<file path="src/design/vmc_pkg.sv">
// Shared types and codes for the vending machine controller.
package vmc_pkg;

	localparam int unsigned SLOT_BITS   = 2;
	localparam int unsigned AMOUNT_BITS = 14;
	localparam int unsigned COUNT_BITS  = 8;
	localparam int unsigned CREDIT_BITS = 16;
	localparam int unsigned PRICE_BITS  = 14;
	localparam int unsigned CFG_BITS    = 2;

	typedef enum logic [2:0] {
		ACT_INSERT   = 3'd0,
		ACT_SELECT   = 3'd1,
		ACT_CANCEL   = 3'd2,
		ACT_DISPENSE = 3'd3,
		ACT_RESTOCK  = 3'd4
	} action_t;

	typedef enum logic [3:0] {
		ST_ACCEPTED     = 4'd0,
		ST_INSERT_FIRST = 4'd1,
		ST_NO_CANCEL    = 4'd2,
		ST_SELECT_FIRST = 4'd3,
		ST_UNAVAILABLE  = 4'd4,
		ST_INSUFFICIENT = 4'd5,
		ST_DISPENSED    = 4'd6,
		ST_REFUNDED     = 4'd7,
		ST_RESTOCKED    = 4'd8
	} status_t;

	typedef struct packed {
		logic [2:0]             action;
		logic [AMOUNT_BITS-1:0] amount;
		logic [SLOT_BITS-1:0]   slot;
		logic [COUNT_BITS-1:0]  stock_count;
	} item_t;

	typedef struct packed {
		logic [3:0]             status;
		logic [CREDIT_BITS-1:0] balance_now;
		logic [CREDIT_BITS-1:0] money_returned;
		logic [SLOT_BITS-1:0]   dispensed_slot;
	} result_t;

	// Selected slot view handed to the step logic.
	typedef struct packed {
		logic                  exists;
		logic [COUNT_BITS-1:0] stock;
		logic [PRICE_BITS-1:0] price;
	} slot_view_t;

	// Next state and result produced by one transaction.
	typedef struct packed {
		logic                   holding;
		logic [CREDIT_BITS-1:0] credit;
		logic                   stock_we;
		logic [COUNT_BITS-1:0]  stock_val;
		result_t                result;
	} step_t;

endpackage

</file>
<file path="src/design/vmc_step.sv">
// Single-pass transaction logic: next mode, credit, stock write and result.
module vmc_step (
	input  vmc_pkg::item_t      item,
	input  logic                holding,
	input  logic [15:0]         credit,
	input  vmc_pkg::slot_view_t view,
	output vmc_pkg::step_t      step
);

	logic [16:0] sum;
	logic [15:0] price_ext;
	logic        short_credit;

	assign sum          = {1'b0, credit} + {3'b000, item.amount};
	assign price_ext    = {2'b00, view.price};
	assign short_credit = credit < price_ext;

	always_comb begin
		step                       = '0;
		step.holding               = holding;
		step.credit                = credit;
		step.stock_val             = item.stock_count;
		step.result.status         = vmc_pkg::ST_SELECT_FIRST;
		unique case (item.action)
			vmc_pkg::ACT_INSERT: begin
				step.credit        = sum[16] ? 16'hFFFF : sum[15:0];
				step.holding       = 1'b1;
				step.result.status = vmc_pkg::ST_ACCEPTED;
			end
			vmc_pkg::ACT_SELECT: begin
				if (!holding) begin
					step.result.status = vmc_pkg::ST_INSERT_FIRST;
				end else if (!view.exists || view.stock == '0) begin
					step.result.status = vmc_pkg::ST_UNAVAILABLE;
				end else if (short_credit) begin
					step.result.status = vmc_pkg::ST_INSUFFICIENT;
				end else begin
					step.stock_we              = 1'b1;
					step.stock_val             = view.stock - 8'd1;
					step.result.money_returned = credit - price_ext;
					step.credit                = '0;
					step.holding               = 1'b0;
					step.result.dispensed_slot = item.slot;
					step.result.status         = vmc_pkg::ST_DISPENSED;
				end
			end
			vmc_pkg::ACT_CANCEL: begin
				if (!holding) begin
					step.result.status = vmc_pkg::ST_NO_CANCEL;
				end else begin
					step.result.money_returned = credit;
					step.credit                = '0;
					step.holding               = 1'b0;
					step.result.status         = vmc_pkg::ST_REFUNDED;
				end
			end
			vmc_pkg::ACT_RESTOCK: begin
				if (view.exists) begin
					step.stock_we      = 1'b1;
					step.result.status = vmc_pkg::ST_RESTOCKED;
				end else begin
					step.result.status = vmc_pkg::ST_UNAVAILABLE;
				end
			end
			default: begin
				step.result.status = vmc_pkg::ST_SELECT_FIRST;
			end
		endcase
		step.result.balance_now = step.credit;
	end

endmodule

</file>
<file path="src/design/vending_machine_controller.sv">
// Vending machine controller top level.
// One result transaction is produced for every input transaction, in order. A new
// transaction can be taken every cycle while the input register is empty or passing its
// transaction on. It waits in the input register, then the mode, credit and slot
// stock are updated in a single pass while the result is loaded into the output register.
// A stalled result holds the output register, and the input register keeps taking a
// transaction as long as the result it would produce has a free place to go. Slot
// prices are written through the configuration channel, which is always ready;
// indexes at or past NUM_SLOTS are ignored.
module vending_machine_controller #(
	parameter int NUM_SLOTS = 4
) (
	input  logic                                  clk,
	input  logic                                  arst_n,
	input  logic                                  item_valid,
	output logic                                  item_stall,
	input  vmc_pkg::item_t                        item,
	output logic                                  result_valid,
	input  logic                                  result_stall,
	output vmc_pkg::result_t                      result,
	input  logic                                  cfg_valid,
	output logic                                  cfg_ready,
	input  logic [vmc_pkg::CFG_BITS-1:0]          cfg_index,
	input  logic [vmc_pkg::PRICE_BITS-1:0]        cfg_data
);

	logic                                valid_s1;
	vmc_pkg::item_t                      item_s1;
	logic                                result_valid_q;
	vmc_pkg::result_t                    result_q;
	logic                                holding_q;
	logic [vmc_pkg::CREDIT_BITS-1:0]     credit_q;
	logic [vmc_pkg::COUNT_BITS-1:0]      stock_q [NUM_SLOTS];
	logic [vmc_pkg::PRICE_BITS-1:0]      price_q [NUM_SLOTS];
	logic                                advance;
	logic                                accept;
	vmc_pkg::slot_view_t                 view;
	vmc_pkg::step_t                      step;

	assign advance    = valid_s1 && (!result_valid_q || !result_stall);
	assign item_stall = valid_s1 && !advance;
	assign accept     = item_valid && !item_stall;
	assign cfg_ready  = 1'b1;

	always_comb begin
		view = '0;
		for (int i = 0; i < NUM_SLOTS; i++) begin
			if (item_s1.slot == i[vmc_pkg::SLOT_BITS-1:0]) begin
				view.exists = 1'b1;
				view.stock  = stock_q[i];
				view.price  = price_q[i];
			end
		end
	end

	vmc_step u_step (
		.item    (item_s1),
		.holding (holding_q),
		.credit  (credit_q),
		.view    (view),
		.step    (step)
	);

	always_ff @(posedge clk or negedge arst_n) begin
		if (!arst_n) begin
			valid_s1 <= 1'b0;
		end else if (accept) begin
			valid_s1 <= 1'b1;
		end else if (advance) begin
			valid_s1 <= 1'b0;
		end
	end

	always_ff @(posedge clk) begin
		if (accept) begin
			item_s1 <= item;
		end
	end

	always_ff @(posedge clk or negedge arst_n) begin
		if (!arst_n) begin
			result_valid_q <= 1'b0;
		end else if (advance) begin
			result_valid_q <= 1'b1;
		end else if (!result_stall) begin
			result_valid_q <= 1'b0;
		end
	end

	always_ff @(posedge clk) begin
		if (advance) begin
			result_q <= step.result;
		end
	end

	always_ff @(posedge clk or negedge arst_n) begin
		if (!arst_n) begin
			holding_q <= 1'b0;
			credit_q  <= '0;
		end else if (advance) begin
			holding_q <= step.holding;
			credit_q  <= step.credit;
		end
	end

	always_ff @(posedge clk or negedge arst_n) begin
		if (!arst_n) begin
			for (int i = 0; i < NUM_SLOTS; i++) begin
				stock_q[i] <= '0;
			end
		end else begin
			for (int i = 0; i < NUM_SLOTS; i++) begin
				if (advance && step.stock_we &&
				    item_s1.slot == i[vmc_pkg::SLOT_BITS-1:0]) begin
					stock_q[i] <= step.stock_val;
				end
			end
		end
	end

	always_ff @(posedge clk or negedge arst_n) begin
		if (!arst_n) begin
			for (int i = 0; i < NUM_SLOTS; i++) begin
				price_q[i] <= '0;
			end
		end else begin
			for (int i = 0; i < NUM_SLOTS; i++) begin
				if (cfg_valid && cfg_ready &&
				    cfg_index == i[vmc_pkg::CFG_BITS-1:0]) begin
					price_q[i] <= cfg_data;
				end
			end
		end
	end

	assign result_valid = result_valid_q;
	assign result       = result_q;

endmodule

</file>
<file path="config.mk">
export PLATFORM = sky130hd
export DESIGN_NAME = vending_machine_controller
export DESIGN_NICKNAME = d
export VERILOG_FILES = /design/src/design/vmc_pkg.sv /design/src/design/vmc_step.sv /design/src/design/vending_machine_controller.sv
export SDC_FILE = /design/constraint.sdc
export NUM_CORES = 1
export LEC_CHECK = 0
export BUFFER_PORTS_ARGS = -buffer_cell sky130_fd_sc_hd__buf_2
export CAP_MARGIN = 30
export CORE_ASPECT_RATIO = 0.7
export CORE_UTILIZATION = 53
export CTS_CLUSTER_DIAMETER = 30
export CTS_CLUSTER_SIZE = 25
export DETAILED_ROUTE_END_ITERATION = 16
export PLACE_DENSITY = 0.73
export SKIP_LAST_GASP = 1
export SLEW_MARGIN = 30
export SYNTH_ARGS = -nofsm -noshare
export SYNTH_HDL_FRONTEND = slang
export SYNTH_HIERARCHICAL = 1
export SYNTH_SLANG_ARGS = --single-unit
export TNS_END_PERCENT = 100
</file>
<file path="constraint.sdc">
create_clock -name clk -period 12.05 [get_ports clk]
set_clock_uncertainty 0.2 [all_clocks]
set_input_delay 1.8075 -clock clk [delete_from_list [all_inputs] [get_ports clk]]
set_output_delay 1.8075 -clock clk [all_outputs]
set_load 0.03 [all_outputs]
</file>
==> flow_summary.toml <==
[setup_path]
cp_slowest_stage_delay_ns = 0.69
cp_slowest_cell = "nor3_2"
cp.depth = 13
startpoint_type = "flip-flop"
path_max_fanout = 27
crit_required_ns = 12.16
cpLargestDelayFamily = "simple AND/OR/NAND/NOR gates"
cp_cell_sequence = "buf_4, mux4_2, ha_1, fa_1, nand2b_1, a211o_1, a211o_1, a2111oi_2, buf_4, or2_2, nand2_1, nor3_2, mux2_2"
cp.arrival_ns = 5.33
r2r-start = "item_s1[8]"
reg2reg_to = "stock_q[7]"
path_class = "reg -> reg"
rr_worst_depth = 13
r2r_setup_slack_ns = 6.83
endpoint_kind = "flip-flop"
critical_path_buf_inv_count = 2

[placement]
dp_hpwl_mm = 14.33
io_buffers = 87
placed_cell_area_sq_um = 9472
globalplace.congestion = 0.9597
dp.cells = 970

[sta]
hold_viol_final = 0
fmax_ghz = 0.1916
min_period_ns = 5.219
fin_hold_ws_ns = 0.3040
relSlewSlack = 0.3912
tightest_slew_ns = 0.9132
setup_tns_ns = 0
slew_viol_final = 0
setup_viol = 0
rsz0062_at_grt = "false"
min_period_over_period = 0.4331

[clock_network]
clk_latency_ns = 0.44
hold_buffers = 0
clock_path_buffers = 2
cts_buffers = 17
htreeDepth = 4
cts_tree = "built"
cts_resized = 0
cts_setup_buffers = 0
cts_sinks = 172
root_buffer = "clkbuf_16"
clk_pin_slew_ns = 0.07

[die]
fp.dieW_um = 157.1
rows = 39
boundaryPins = 89
start_util = 0.5445
die_area_sq_um = 17380
core_area_sq_um = 16400
die_h_um = 110.6

[final_layout]
stdcell_count = 1002
multi_input_area_sq_um = 3976
antenna_cells = 0
syn_to_final_growth_pct = 12.43
nets = 844
final_area_sq_um = 10040
seq_area_sq_um = 4629
drive_above_1_share = 0.3423
utilization = 0.6122
fill_cells = 1294

[global_route]
grt_use_total = 0.2509
grt_pass1_vias = 6099
grt_max_degree = 75
grt_pass1_wl_mm = 32.68
grt_antenna_before_repair = 0
grt.overflow.total = 0

[detailed_routing]
drtAntennaViolNets = 0
drcViolationCount = 0
drt-pass1-iter-count = 5
vias = 5914
via_per_inst = 5.902
wirelength_mm = 20.30
wl_per_cell_um = 20.26
first_iter_violations = 412

[hold_path]
min_to = "price_q[6]"
hold_depth = 1
hold_path.class = "reg -> reg"
hp-start = "price_q[6]"

[power]
power_switching_mw = 0.7756
p_leak_nw = 4.314
swShare = 0.3633
ir_drop_uv = 120.1
p_per_area_nw_per_um2 = 212.7
pwr-share-clk = 0.247
p_seq_frac = 0.384
p_int_mw = 1.359
comb_power_share = 0.369

[synth]
syn_area_per_cell_sq_um = 12.92
synth_seq_cells = 172
netlist.area_leader.share = 0.2999
ys_types = 66
synthCells = 691
syn_area_sq_um = 8927
ys_warn_count = 6
synth_area_leaders = "dfrtp_1 (30%), edfxtp_1 (22%), mux2_2 (12%)"
synth-edff-count = 65
yosysSeqAreaShare = 0.5186
synth_area_leader_cell = "dfrtp_1"
async_reset_ff_frac = 0.6221
synth_ff_type = "dfrtp_1"

[status]
status = "complete, no violations"

[job]
drv_cap = 0
## through the flow
| stage | power [mW] | setup slack [ns] |
|---|---|---|
| 3_5_place_dp | 1.596 | 6.849 |
| 5_1_grt | 2.250 | 6.560 |
| 3_3_place_gp | 1.550 | 6.969 |
| 4_1_cts | 2.128 | 6.813 |
| 2_1_floorplan | 1.429 | 7.444 |
| 6_report | 2.135 | 6.831 |
## worst register-to-register path: stages (launching register included)
cell and delay, ns:
edfxtp_1 0.32, buf_4 0.44, mux4_2 0.60, ha_1 0.25
fa_1 0.40, nand2b_1 0.21, a211o_1 0.32, a211o_1 0.41
a2111oi_2 0.32, buf_4 0.23, or2_2 0.13, nand2_1 0.15
nor3_2 0.69, mux2_2 0.42
## registers in the layout (all words and copies together) (netlist names)
| register | count |
|---|---|
| price_q | 56 |
| valid_s1 | 1 |
| result_valid | 1 |
| stock_q | 32 |
| holding_q | 1 |
| credit_q | 16 |
| item_s1 | 27 |
| result | 38 |
## synth_stat cells, drive strengths merged (9+ instances only)
cell type,instances
nand2,45
o2bb2ai,9
clkbuf,15
inv,25
ha,30
nor2,25
nor3,16
buf,28
xor2,9
edfxtp,65
mux2,105
a21oi,22
a211oi,10
o21ai,35
mux4,22
xnor2,14
dfrtp,107
## metal layers
layer | share of wire | track usage | vias to the layer above
li1 | - | - | 2711
met1 | 0.45 | 0.3562 | 2982
met2 | 0.47 | 0.3855 | 199
met3 | 0.060 | 0.05573 | 22
met4 | 0.014 | 0.07767 | 0
met5 | 0 | 0 | -
## power by group through the flow
stage / combinational [mW] / sequential, mW / clock, mW
floorplan: 0.598 / 0.831 / 0
global placement: 0.731 / 0.819 / 0
detailed placement: 0.769 / 0.828 / 0
CTS: 0.776 / 0.817 / 0.535
global route: 0.859 / 0.832 / 0.560
finish: 0.788 / 0.819 / 0.527
## cells by family after synthesis
logic type,count (synthesis),share of synthesized area
compound gates,129,0.09881
xor+xnor,23,0.02257
fa+ha+maj,32,0.04653
buf+inv,68,0.03952
flops,172,0.5186
mux,129,0.1936
other cells,1,0.0004201
simple gates,137,0.08003
## worst max-delay path by stage
stage | startpoint | end | slack, ns
2_1_floorplan | item_s1[8] | stock_q[24] | 7.44
3_3_place_gp | item_s1[8] | stock_q[2] | 6.97
3_5_place_dp | item_s1[8] | stock_q[1] | 6.85
4_1_cts | item_s1[8] | stock_q[1] | 6.81
5_1_grt | item_s1[8] | stock_q[1] | 6.56
6_report | item_s1[8] | stock_q[7] | 6.83
## placed cells by master, fill, tap and decap left out, types with 3 or more instances in the layout
cell type   instances
mux2_4              8
buf_4               7
nand2_1            45
and3_1              3
mux4_2             22
xnor2_1            14
clkbuf_16          17
a21oi_1            22
dfrtp_1           107
a31oi_1             4
a21o_1              7
o21ai_0            35
nand4_1             3
xor2_1              9
a211oi_1           10
nand2b_1            8
nor2b_1             3
mux2_2             97
o21a_1              7
inv_6               3
a211o_1             5
a221o_1             5
nor2_1             25
edfxtp_1           65
nand3_1             7
o31ai_1             4
ha_1               30
buf_2              86
nor4_1              3
inv_1              25
nor3_1             14
clkinvlp_4          3
or2_2               3
conb_1              4
and2_1              6
o2bb2ai_1           9
## cell type report
type	instances	area share
Timing Repair Buffer	94	0.04924
Sequential cell	172	0.4612
Inverter	25	0.009349
Multi-Input combinational cell	454	0.3962
Clock inverter	15	0.01359
Tap cell	225	0.02805
Clock buffer	17	0.04238
(Power assumes the default switching activity.)
